`config.mk`:
```
export PLATFORM = sky130hd
export DESIGN_NAME = midi_cc_learn_pickup_unit
export DESIGN_NICKNAME = d
export VERILOG_FILES = /design/src/rtl/mccl_pkg.sv /design/src/rtl/mccl_in_stage.sv /design/src/rtl/mccl_core.sv /design/src/rtl/mccl_out_stage.sv /design/src/rtl/midi_cc_learn_pickup_unit.sv
export SDC_FILE = /design/constraint.sdc
export NUM_CORES = 1
export LEC_CHECK = 0
export ABC_AREA = 1
export ABC_CLOCK_PERIOD_IN_PS = 5250
export BUFFER_PORTS_ARGS = -buffer_cell sky130_fd_sc_hd__buf_4
export CORE_MARGIN = 2
export CORE_UTILIZATION = 45
export CTS_BUF_LIST = sky130_fd_sc_hd__clkbuf_4 sky130_fd_sc_hd__clkbuf_8 sky130_fd_sc_hd__clkbuf_16
export DETAILED_ROUTE_END_ITERATION = 10
export GPL_TIMING_DRIVEN = 0
export HOLD_SLACK_MARGIN = 0.05
export PLACE_DENSITY_LB_ADDON = 0.05
export SETUP_SLACK_MARGIN = 0.3
export SKIP_LAST_GASP = 1
export SYNTH_ARGS = -nofsm -noshare
export SYNTH_HDL_FRONTEND = slang
export SYNTH_SLANG_ARGS = --single-unit
```
`constraint.sdc`:
```
create_clock -name clk -period 5.25 [get_ports clk]
set_input_delay 1.05 -clock clk [delete_from_list [all_inputs] [get_ports clk]]
set_output_delay 1.05 -clock clk [all_outputs]
set_load 0.01 [all_outputs]
```
`src/rtl/mccl_pkg.sv`:
```
package mccl_pkg;

  localparam int FRACTION_BITS = 8;
  localparam int MIDI_W = 7;
  localparam int CHAN_W = 5;
  localparam int KNOB_W = MIDI_W + FRACTION_BITS;
  localparam int CFG_ADDR_W = 2;
  localparam int CFG_DATA_W = 7;

  localparam logic [MIDI_W-1:0] MIDI_MAX = MIDI_W'(127);
  localparam logic [KNOB_W-1:0] KNOB_MAX = KNOB_W'(MIDI_MAX) << FRACTION_BITS;

  localparam int IN_BITS = MIDI_W + MIDI_W + CHAN_W + KNOB_W;
  localparam int IN_DATA_W = ((IN_BITS + 7) / 8) * 8;
  localparam int OUT_BITS = KNOB_W + 1 + 2 + MIDI_W;
  localparam int OUT_DATA_W = ((OUT_BITS + 7) / 8) * 8;

  localparam logic [CFG_ADDR_W-1:0] CFG_CHANNEL_FILTER = 2'd0;
  localparam logic [CFG_ADDR_W-1:0] CFG_INITIAL_CONTROL = 2'd1;
  localparam logic [CFG_ADDR_W-1:0] CFG_PICKUP_ENABLE = 2'd2;

  localparam logic [1:0] MODE_CODE_NORMAL = 2'd0;
  localparam logic [1:0] MODE_CODE_LEARN = 2'd1;
  localparam logic [1:0] MODE_CODE_PICKUP = 2'd2;

  typedef enum logic [1:0] {
    ACT_CC    = 2'd0,
    ACT_LEARN = 2'd1,
    ACT_SET   = 2'd2,
    ACT_ARM   = 2'd3
  } action_t;

  typedef enum logic [2:0] {
    MODE_NORMAL = 3'b001,
    MODE_LEARN  = 3'b010,
    MODE_PICKUP = 3'b100
  } mode_t;

  typedef enum logic [1:0] {
    DIR_START = 2'd0,
    DIR_LESS  = 2'd1,
    DIR_MORE  = 2'd2,
    DIR_DONE  = 2'd3
  } dir_t;

  typedef struct packed {
    action_t             action;
    logic [MIDI_W-1:0]   control_number;
    logic [MIDI_W-1:0]   control_value;
    logic [CHAN_W-1:0]   event_channel;
    logic [KNOB_W-1:0]   new_position;
  } item_t;

  typedef struct packed {
    mode_t               mode;
    dir_t                dir;
    logic [KNOB_W-1:0]   knob;
    logic [MIDI_W-1:0]   bound;
  } state_t;

  typedef struct packed {
    logic [CHAN_W-1:0]   channel_filter;
    logic                pickup_enable;
  } cfg_t;

  typedef struct packed {
    logic [KNOB_W-1:0]   knob_position;
    logic                value_changed;
    logic [1:0]          current_mode;
    logic [MIDI_W-1:0]   current_control;
  } result_t;

  function automatic logic [1:0] mode_code(mode_t m);
    logic [1:0] c;
    case (m)
      MODE_LEARN:  c = MODE_CODE_LEARN;
      MODE_PICKUP: c = MODE_CODE_PICKUP;
      default:     c = MODE_CODE_NORMAL;
    endcase
    return c;
  endfunction

endpackage

```
`src/rtl/mccl_in_stage.sv`:
```
module mccl_in_stage import mccl_pkg::*; (
  input  logic                 clk,
  input  logic                 rst,
  input  logic                 s_tvalid,
  output logic                 s_tready,
  // control_number, control_value, event_channel, new_position, zero pad
  input  logic [IN_DATA_W-1:0] s_tdata,
  // action
  input  logic [1:0]           s_tuser,
  input  logic                 advance,
  output logic                 valid,
  output item_t                item
);

  assign s_tready = !valid || advance;

  always_ff @(posedge clk) begin
    if (rst) begin
      valid <= 1'b0;
    end else if (s_tready) begin
      valid <= s_tvalid;
    end
  end

  always_ff @(posedge clk) begin
    if (s_tvalid && s_tready) begin
      item.action         <= action_t'(s_tuser);
      item.control_number <= s_tdata[MIDI_W-1:0];
      item.control_value  <= s_tdata[2*MIDI_W-1:MIDI_W];
      item.event_channel  <= s_tdata[2*MIDI_W+CHAN_W-1:2*MIDI_W];
      item.new_position   <= s_tdata[IN_BITS-1:2*MIDI_W+CHAN_W];
    end
  end

endmodule

```
`src/rtl/mccl_core.sv`:
```
module mccl_core import mccl_pkg::*; (
  input  item_t   item,
  input  state_t  state,
  input  cfg_t    cfg,
  output state_t  state_next,
  output result_t result
);

  logic [KNOB_W-1:0] w;
  mode_t             m1;
  dir_t              d1;
  logic [MIDI_W-1:0] b1;
  logic              match;
  dir_t              side;
  logic              changed;

  assign w = KNOB_W'(item.control_value) << FRACTION_BITS;
  assign side = (w < state.knob) ? DIR_LESS : DIR_MORE;

  // learn pass binds the controller before the event is handled again
  always_comb begin
    m1 = state.mode;
    d1 = state.dir;
    b1 = state.bound;
    if (state.mode == MODE_LEARN) begin
      b1 = item.control_number;
      if (cfg.pickup_enable) begin
        m1 = MODE_PICKUP;
        d1 = DIR_START;
      end else begin
        m1 = MODE_NORMAL;
        d1 = DIR_DONE;
      end
    end
  end

  assign match = (b1 != '0) && (item.control_number == b1) &&
                 ((cfg.channel_filter == '0) || (item.event_channel == cfg.channel_filter));

  always_comb begin
    state_next = state;
    changed = 1'b0;
    case (item.action)
      ACT_CC: begin
        state_next.mode = m1;
        state_next.dir = d1;
        state_next.bound = b1;
        if (m1 == MODE_PICKUP) begin
          if (match) begin
            if (w == state.knob || (d1 != DIR_START && d1 != side)) begin
              state_next.mode = MODE_NORMAL;
              state_next.dir = DIR_DONE;
              state_next.knob = w;
              changed = 1'b1;
            end else if (d1 == DIR_START) begin
              state_next.dir = side;
            end
          end
        end else if (match) begin
          state_next.knob = w;
          changed = 1'b1;
        end
      end
      ACT_LEARN: begin
        if (state.mode == MODE_LEARN) begin
          state_next.mode = MODE_NORMAL;
          state_next.dir = DIR_DONE;
        end else begin
          state_next.mode = MODE_LEARN;
        end
      end
      ACT_SET: begin
        state_next.knob = (item.new_position > KNOB_MAX) ? KNOB_MAX : item.new_position;
        changed = 1'b1;
      end
      ACT_ARM: begin
        if (state.bound != '0 && cfg.pickup_enable) begin
          state_next.mode = MODE_PICKUP;
          state_next.dir = DIR_START;
        end
      end
      default: begin
        state_next = state;
      end
    endcase
  end

  assign result.knob_position = state_next.knob;
  assign result.value_changed = changed;
  assign result.current_mode = mode_code(state_next.mode);
  assign result.current_control = state_next.bound;

endmodule

```
`src/rtl/mccl_out_stage.sv`:
```
module mccl_out_stage import mccl_pkg::*; (
  input  logic                  clk,
  input  logic                  rst,
  input  logic                  load,
  input  result_t               result,
  output logic                  free,
  output logic                  m_tvalid,
  input  logic                  m_tready,
  // knob_position, value_changed, current_mode, current_control, zero pad
  output logic [OUT_DATA_W-1:0] m_tdata
);

  assign free = !m_tvalid || m_tready;

  always_ff @(posedge clk) begin
    if (rst) begin
      m_tvalid <= 1'b0;
    end else if (free) begin
      m_tvalid <= load;
    end
  end

  always_ff @(posedge clk) begin
    if (load && free) begin
      m_tdata <= OUT_DATA_W'({result.current_control, result.current_mode,
                              result.value_changed, result.knob_position});
    end
  end

endmodule

```
`src/rtl/midi_cc_learn_pickup_unit.sv`:
```
// MIDI control-change learn and soft takeover for one fader.
// Input stream: s_tuser carries the action (CC event, learn toggle, set knob,
// arm pickup); s_tdata carries controller number, value, channel and the new
// knob position. Every accepted item gives exactly one result on the output
// stream: knob position (MIDI value times 256), value_changed flag, mode code
// and bound controller number.
// Configuration: cfg_we writes cfg_data into register cfg_addr at the clock
// edge (0 channel filter, 1 initial control, 2 pickup enable); write only
// while no item is in flight.
// Path: an accepted item waits in the input register, then passes through the
// decision logic into the output register, which drives m_tvalid and m_tdata.
// Throughput is one item per cycle while the receiver takes results; state is
// read and updated as an item moves between the two registers, so consecutive
// items chain directly.
// When the receiver stalls the output register holds its result and the
// input register holds one more item; s_tready drops once both are full.
// Reset (rst, synchronous) empties both registers, sets mode normal, knob 0,
// no bound controller, channel filter 0 and pickup enabled.
module midi_cc_learn_pickup_unit import mccl_pkg::*; (
  input  logic                  clk,
  input  logic                  rst,
  input  logic                  s_tvalid,
  output logic                  s_tready,
  // control_number, control_value, event_channel, new_position, zero pad
  input  logic [IN_DATA_W-1:0]  s_tdata,
  // action
  input  logic [1:0]            s_tuser,
  output logic                  m_tvalid,
  input  logic                  m_tready,
  // knob_position, value_changed, current_mode, current_control, zero pad
  output logic [OUT_DATA_W-1:0] m_tdata,
  input  logic                  cfg_we,
  input  logic [CFG_ADDR_W-1:0] cfg_addr,
  input  logic [CFG_DATA_W-1:0] cfg_data
);

  logic    in_valid;
  item_t   item;
  logic    out_free;
  logic    advance;
  state_t  state;
  state_t  state_next;
  cfg_t    cfg;
  result_t result;

  assign advance = in_valid && out_free;

  mccl_in_stage u_in (
    .clk      (clk),
    .rst      (rst),
    .s_tvalid (s_tvalid),
    .s_tready (s_tready),
    .s_tdata  (s_tdata),
    .s_tuser  (s_tuser),
    .advance  (advance),
    .valid    (in_valid),
    .item     (item)
  );

  mccl_core u_core (
    .item       (item),
    .state      (state),
    .cfg        (cfg),
    .state_next (state_next),
    .result     (result)
  );

  mccl_out_stage u_out (
    .clk      (clk),
    .rst      (rst),
    .load     (advance),
    .result   (result),
    .free     (out_free),
    .m_tvalid (m_tvalid),
    .m_tready (m_tready),
    .m_tdata  (m_tdata)
  );

  always_ff @(posedge clk) begin
    if (rst) begin
      cfg.channel_filter <= '0;
      cfg.pickup_enable <= 1'b1;
    end else if (cfg_we) begin
      case (cfg_addr)
        CFG_CHANNEL_FILTER: cfg.channel_filter <= cfg_data[CHAN_W-1:0];
        CFG_PICKUP_ENABLE:  cfg.pickup_enable <= cfg_data[0];
        default: begin
        end
      endcase
    end
  end

  always_ff @(posedge clk) begin
    if (rst) begin
      state.mode <= MODE_NORMAL;
      state.dir <= DIR_START;
      state.knob <= '0;
      state.bound <= '0;
    end else if (advance) begin
      state <= state_next;
    end else if (cfg_we && cfg_addr == CFG_INITIAL_CONTROL) begin
      state.bound <= cfg_data[MIDI_W-1:0];
    end
  end

  a_knob_range: assert property (@(posedge clk) disable iff (rst)
    state.knob <= KNOB_MAX)
    else $error("knob above full scale");

  a_pickup_dir: assert property (@(posedge clk) disable iff (rst)
    state.mode == MODE_PICKUP |-> state.dir != DIR_DONE)
    else $error("pickup with finished direction");

  a_learn_leaves: assert property (@(posedge clk) disable iff (rst)
    (advance && item.action == ACT_CC && state.mode == MODE_LEARN)
    |=> state.mode != MODE_LEARN)
    else $error("CC event left block in learn");

endmodule

```
==> impl_metrics.yaml, run 1 <==
layout:
  drive_above_1_share_pct: 18.2
  diodes: 0
  syn2layout_area_growth_pct: 19.4
  final_cells: 847
  fillers: 1023
  nets: 766
  final_cell_mix: "nand2_1 (138), inv_1 (104), buf_4 (82)"
  layout_commonest_cell: "nand2_1"
yosys:
  synth-compound-area-share_pct: 9.71
  synth_mux_area_share_pct: 0
  yosysTopAreaCellShare_pct: 36.7
  synth_top_cell_by_area: "edfxtp_1"
  synth_fa_ha_area_share_pct: 1.76
  synth_top_family_by_area: "simple AND/OR/NAND/NOR gates"
  synth_xor_xnor_area_share_pct: 0.176
  syn-instance-count: 610
  syn-cell-area_sq_um: 4980
  ys_warn_count: 0
  synthSimpleGateAreaFrac_pct: 26.4
  syn_avg_cell_area_sq_um: 8.17
  seq_area_frac_synth_pct: 50.8
  ys_ff_latch: 96
  synth_area_leaders: "edfxtp_1 (37%), dfxtp_1 (14%), nand2_1 (10%), inv_1 (7.9%), nand3_1 (5.5%)"
  synthDistinctLibCells: 34
sta:
  timing.fmax_mhz: 395
  finalSetupTns_ps: 0
  worst_slew_pin_slew_ps: 818
  fin_crit_sh_pct: 48.2
  rsz0062_at_grt: "false"
  report.final.setup_viol: 0
  slew_headroom_pct: 45.4
  fin_skew_ps: 11.9
  min_period_ps: 2530
  finalMaxSlewViolations: 0
  hold_viol: 0
worst_setup_path:
  r2r_setup_slack_ps: 2770
  crit_fanout: 3
  crit-reg2reg-launch: "u_in.item[24]$_DFFE_PP_"
  cp-start-kind: "input port"
  crit_path_end_kind: "primary output"
  critical_path_class: "input port to primary output"
  worstPathRequired_ps: 4200
  cp-startpoint: "m_tready"
  cp.arrival_ps: 1480
clock_tree:
  clk_path_buf_depth: 2
  clkTransAtPathRegs_ps: 90
  cts_max_level: 3
  post_cts_resized: 0
  numCtsBuffers: 9
  clk_latency_ps: 380
  cts.sinks: 96
  cts_root_buffer: "clkbuf_8"
  cts_hold_buf: 0
  tritoncts: "done"
  post_cts_buffers: 0
die:
  io_pins: 90
  die_h_microns: 109
  die_w_microns: 109
  rows: 38
  die_area_sq_um: 11900
  coreArea_sq_um: 10800
  initial_utilization_pct: 46.0
route:
  num_vias: 4355
  firstDrtPassIters: 5
  drt_iter0_markers: 266
  routed_wirelength_microns: 12700
  viasPerCell: 5.14
  post_drt_wl_per_cell_microns: 15.0
  postRouteAntennaNets: 0
  drc: 0
grt:
  grt_pass1_wl_microns: 20800
  grt_util_all_layers_pct: 23.3
  grt_max_degree: 37
  grt_overflow_total: 0
  antenna_found_initial: 0
  grt_pass1_vias: 4144
pwr:
  vdd_drop_max_mv: 0.188
  pwr_density_cell_nw_per_um2: 270
  power.leakage_nw: 2.77
placed_design:
  placedCellCount: 832
  place.gp.congestion: 0.880
  portBuffers: 75
  dp.final_hpwl_microns: 9450
job:
  cap_violations: 0
worst_hold_path:
  hold_start: "state[22]$_SDFFE_PP0P_"
  hold_path.class: "flip-flop to flip-flop"
run_status:
  status: "finished, final reports clean"
[cell type report]
cell class | instances | area (sq um) | area share [%]
flip-flops and latches | 96 | 2530 | 42.6
multi-input cells | 389 | 1920 | 32.3
repair buffers | 76 | 591 | 9.92
inverters | 107 | 402 | 6.75
well taps | 140 | 175 | 2.94
clock buffers | 12 | 159 | 2.67
plain buffers | 24 | 150 | 2.52
clock inverters | 3 | 17.5 | 0.294
[through the flow]
stage	setup WS [ps]	utilization, %	hold slack, ps	cell area (sq um)	total power, mW
3_3_place_gp	1640	53.0	453	5750	1.17
3_5_place_dp	2640	53.3	458	5770	1.17
4_1_cts	2730	54.9	472	5950	1.62
2_1_floorplan	2590	-	444	5010	1.07
6_report	2720	54.9	469	5950	1.61
5_1_grt	2550	54.9	515	5950	1.69
[cell usage after synthesis]
cell        n
nand4_1    14
buf_4       7
inv_2       2
buf_2       2
a21oi_1    30
dfxtp_1    35
a211oi_1    1
o21ai_0    40
nor2_1     48
nor2_2      1
nor2_8      1
nand3_1    55
inv_1     105
a32oi_1     4
ha_1        7
nor3_1      5
o22ai_1     2
xnor2_1     1
a221oi_1    2
nand3_2     8
conb_1      1
edfxtp_1   61
clkbuf_1   11
buf_6       4
a31oi_1     6
nand2_1   138
o21ai_1     3
o32ai_1     1
nand4_2     1
nand2_2     9
nand3_4     2
nand3b_1    1
nor3b_1     1
nor4_1      1
[report_power, final]
part           switching (mW)  leakage, nW  internal, mW  total (mW)
combinational           0.168         1.79         0.107       0.275
clock                   0.249       0.0933         0.200       0.449
sequential             0.0294        0.878         0.854       0.884
[cell families (layout without fill, tap and decap cells)]
| family | count (synthesis) | after routing |
|---|---|---|
| buffers and inverters | 131 | 222 |
| DFF | 96 | 96 |
| AOI/OAI and AO/OA | 89 | 89 |
| adders and majority gates | 7 | 7 |
| xor gates and xnor gates | 1 | 1 |
| and+or+nand+nor | 285 | 285 |
| other | 1 | 7 |
[final timing paths]
| kind | endpoint | cells past startpoint |
|---|---|---|
| setup reg to reg | u_out.m_tdata[10]$_DFFE_PP_ | 15 |
| hold / removal | state[22]$_SDFFE_PP0P_ | 2 |
| hold reg to reg | state[22]$_SDFFE_PP0P_ | 2 |
| setup / recovery | s_tready | 4 |
[registers in the layout (all words and copies together) (netlist names)]
signal,count
u_in.item,36
cfg,6
state,27
u_out.m_tvalid,1
u_in.valid,1
u_out.m_tdata,25
[routing by layer]
| metal | routed length, microns | GRT usage (%) | vias to the layer above |
|---|---|---|---|
| li1 | - | - | 2178 |
| met3 | 823 | 5.68 | 12 |
| met5 | 0 | 0 | - |
| met2 | 5750 | 36.6 | 147 |
| met1 | 5990 | 32.5 | 2018 |
| met4 | 150 | 5.52 | 0 |
[worst max-delay path: stages]
cell     delay, ps
buf_4          110
inv_1           60
nand3_1        100
buf_4          170
Note: power is estimated with default switching activity, not from simulation.
==> inputs of run 2 (changes only) <==
--- a/config.mk
+++ b/config.mk
@@ -5,8 +5,8 @@
 export SDC_FILE = /design/constraint.sdc
 export NUM_CORES = 1
 export LEC_CHECK = 0
-export ABC_AREA = 1
-export ABC_CLOCK_PERIOD_IN_PS = 5250
+export ABC_AREA = 0
+export ABC_CLOCK_PERIOD_IN_PS = 2100
 export BUFFER_PORTS_ARGS = -buffer_cell sky130_fd_sc_hd__buf_4
 export CORE_MARGIN = 2
 export CORE_UTILIZATION = 45
==> constraint.sdc (replaced) <==
create_clock -name clk -period 2.1 [get_ports clk]
set_input_delay 0.42 -clock clk [delete_from_list [all_inputs] [get_ports clk]]
set_output_delay 0.42 -clock clk [all_outputs]
set_load 0.01 [all_outputs]
==> run 2 against run 1 <==
The flow now finishes with violations (negative setup slack). Routed wire length shrank 21%. Sequential share of layout area grew 1.8 points. Count of clock-buffer cells in the layout shrank 2. Critical path depth grew 4. Largest power group unchanged. Highest routed layer unchanged. Die area shrank 13%. Synthesized cell count shrank 41%.
==> impl_metrics.yaml, run 2 <==
run_status:
  status: "complete, but fails checks"
  violations: "negative setup slack"
sta:
  timing.fmax_mhz: 409
  fin_crit_sh_pct: 116
  min_period_ps: 2440
  rsz0062_at_grt: "true"
  slew_headroom_pct: 25.1
  hold_viol: 0
  setup_ws_ps: -345
  fin_skew_ps: 12.1
  finalSetupTns_ps: -10160
  finalMaxSlewViolations: 0
  worst_slew_pin_slew_ps: 1110
  report.final.setup_viol: 35
yosys:
  synth.most_common_cell: "edfxtp_1"
  synthSimpleGateAreaFrac_pct: 12.2
  syn_avg_cell_area_sq_um: 11.9
  ys_ff_latch: 96
  ys_warn_count: 0
  async_flop_share_pct: 0
  synth_xor_xnor_area_share_pct: 2.23
  syn-cell-area_sq_um: 4320
  synthDistinctLibCells: 57
  synth_flop_cell: "edfxtp_1"
  synth_top_cell_by_area: "edfxtp_1"
  yosysTopAreaCellShare_pct: 42.4
  seq_area_frac_synth_pct: 58.7
  synth_area_leaders: "edfxtp_1 (42%), dfxtp_1 (16%), nor2_1 (3.4%), mux2i_1 (2.8%), ha_1 (2.0%)"
  synth_mux_area_share_pct: 4.61
  synth-edff-count: 61
  synth_top_family_by_area: "compound AO/OA/AOI/OAI gates"
  syn-instance-count: 362
  synth-compound-area-share_pct: 16.1
  synth_fa_ha_area_share_pct: 2.03
  netlist_top_cells_count: "edfxtp_1 (61), nor2_1 (39), dfxtp_1 (35)"
die:
  coreArea_sq_um: 9280
  initial_utilization_pct: 46.5
  die_h_microns: 102
  rows: 35
  io_pins: 90
  die_w_microns: 102
  die_area_sq_um: 10400
grt:
  grt_overflow_total: 0
  grt_pass1_wl_microns: 15200
  grt_pass1_vias: 3069
  antenna_found_initial: 0
  grt_util_all_layers_pct: 19.3
  grt_max_degree: 37
pwr:
  p_sw_mw: 1.03
  total_power_mw: 4.03
  p_clk_share_pct: 30.4
  power.leakage_nw: 2.23
  power.internal_mw: 3.00
  pwr-share-seq_pct: 54.6
  p_sw_share_pct: 25.5
  vdd_drop_max_mv: 0.335
  combPwrFrac_pct: 15.0
  pwr_density_cell_nw_per_um2: 701
worst_setup_path:
  cp-start-kind: "flip-flop"
  worstPathRequired_ps: 2210
  cp.arrival_ps: 2560
  crit_fanout: 6
  crit_path_top_delay_cell: "edfxtp_1"
  slowest_delay_ps: 430
  crit_path_end_kind: "flip-flop"
  critical_path_class: "flip-flop to flip-flop"
  worstPathCellList: "ha_1, and4_1, nand4_1, nand2_1, o211ai_4, o211ai_2, buf_6, o221a_2"
route:
  viasPerCell: 5.27
  num_vias: 3224
  drc: 0
  routed_wirelength_microns: 10000
  postRouteAntennaNets: 0
  post_drt_wl_per_cell_microns: 16.4
  firstDrtPassIters: 4
  drt_iter0_markers: 115
layout:
  layout_commonest_cell: "buf_4"
  regMostFlops: "u_in.item"
  nets: 541
  final_cell_mix: "buf_4 (103), edfxtp_1 (61), nor2_1 (37)"
  final_cells: 612
  diodes: 0
  syn2layout_area_growth_pct: 33.1
  multi_input_area_sq_um: 1870
  largestRegisters: "u_in.item (36), state (27), u_out.m_tdata (25)"
  fillers: 766
  register_area_sq_um: 2550
  largest_reg_flops: 36
  drive_above_1_share_pct: 39.3
clock_tree:
  tritoncts: "done"
  cts_hold_buf: 0
  cts_root_buffer: "clkbuf_8"
  clk_path_buf_depth: 2
  numCtsBuffers: 9
  cts_max_level: 3
  clkTransAtPathRegs_ps: 100
  cts.sinks: 96
  clk_latency_ps: 360
placed_design:
  placedCellCount: 573
  portBuffers: 76
  place.gp.congestion: 0.874
  dp.final_hpwl_microns: 6600
job:
  cap_violations: 0
worst_hold_path:
  hold_path.class: "input port to flip-flop"
run 2: cell types whose count changed after synthesis, moves of 12 or more:
cell     previous run  this run
a21oi_1            30        13
inv_1             105        18
mux2i_1             0        12
nand2_1           138        19
nand3_1            55         7
o21ai_0            40         6
run 2: worst max-delay path: cells and delay by family, from the launching register on:
family,cells,cell delay [ps]
fa+ha+maj,1,320
buf+inv,1,180
simple gates,3,520
flops,1,430
compound gates,3,750
run 2: area by class of cell:
| type | instances | area share, % |
|---|---|---|
| clock inverters | 6 | 1.20 |
| repair inverters | 1 | 0.0871 |
| inverters | 19 | 1.33 |
| repair buffers | 98 | 13.2 |
| well taps | 129 | 2.81 |
| multi-input cells | 235 | 32.6 |
| plain buffers | 18 | 2.11 |
| clock buffers | 10 | 2.29 |
| flip-flops and latches | 96 | 44.4 |
run 2: what timing repair did:
action / in CTS / in global routing
endpoints found under the setup margin: 77 / 102
endpoints found under the hold margin: 0 / 0
gates resized for setup: 14 / 39
gates cloned: 1 / 2
buffers inserted: 10 / 10
pin swaps: 11 / 16
run 2: cell families (layout without fill, tap and decap cells):
logic type               Yosys count  count (layout)
flip-flops                        96              96
AO/OA/AOI/OAI                     84              84
other                              1               7
adder cells (fa/ha/maj)            7               7
buffers and inverters             37             152
AND/OR/NAND/NOR                  107             107
multiplexers                      19              19
XOR/XNOR                          11              11
run 2: metrics by stage:
stage / instance area, sq um / worst slack (ps) / utilization [%] / hold slack (ps)
2_1_floorplan: 4430 / -150 / - / 436
3_3_place_gp: 5160 / -562 / 55.6 / 451
3_5_place_dp: 5160 / -561 / 55.6 / 467
4_1_cts: 5490 / -322 / 59.1 / 212
5_1_grt: 5740 / -424 / 61.9 / 193
6_report: 5740 / -345 / 61.9 / 226
run 2: path summary, 6_finish.rpt:
path / from / to / slack, ps / cells after the start
worst min-delay path: s_tdata[5] / u_in.item[32]$_DFFE_PP_ / 230 / 1
worst max register to register: u_in.item[23]$_DFFE_PP_ / u_out.m_tdata[13]$_DFFE_PP_ / -340 / 8
worst max-delay path: u_in.item[23]$_DFFE_PP_ / u_out.m_tdata[13]$_DFFE_PP_ / -340 / 8
worst min register to register: state[22]$_SDFFE_PP0P_ / state[22]$_SDFFE_PP0P_ / 490 / 2
run 2: power by group through the flow:
stage	sequential (mW)	clock (mW)	combinational, mW
2_1_floorplan	2.23	0	0.310
6_report	2.20	1.23	0.604
4_1_cts	2.19	1.25	0.544
3_3_place_gp	2.24	0	0.504
5_1_grt	2.21	1.34	0.657
3_5_place_dp	2.24	0	0.512
run 2: per-layer routing:
metal	GRT usage [%]	up-vias	wire (microns)
met3	3.90	7	500
li1	-	1581	-
met4	6.56	0	119
met1	27.1	1537	4730
met5	0	-	0
met2	30.2	99	4690
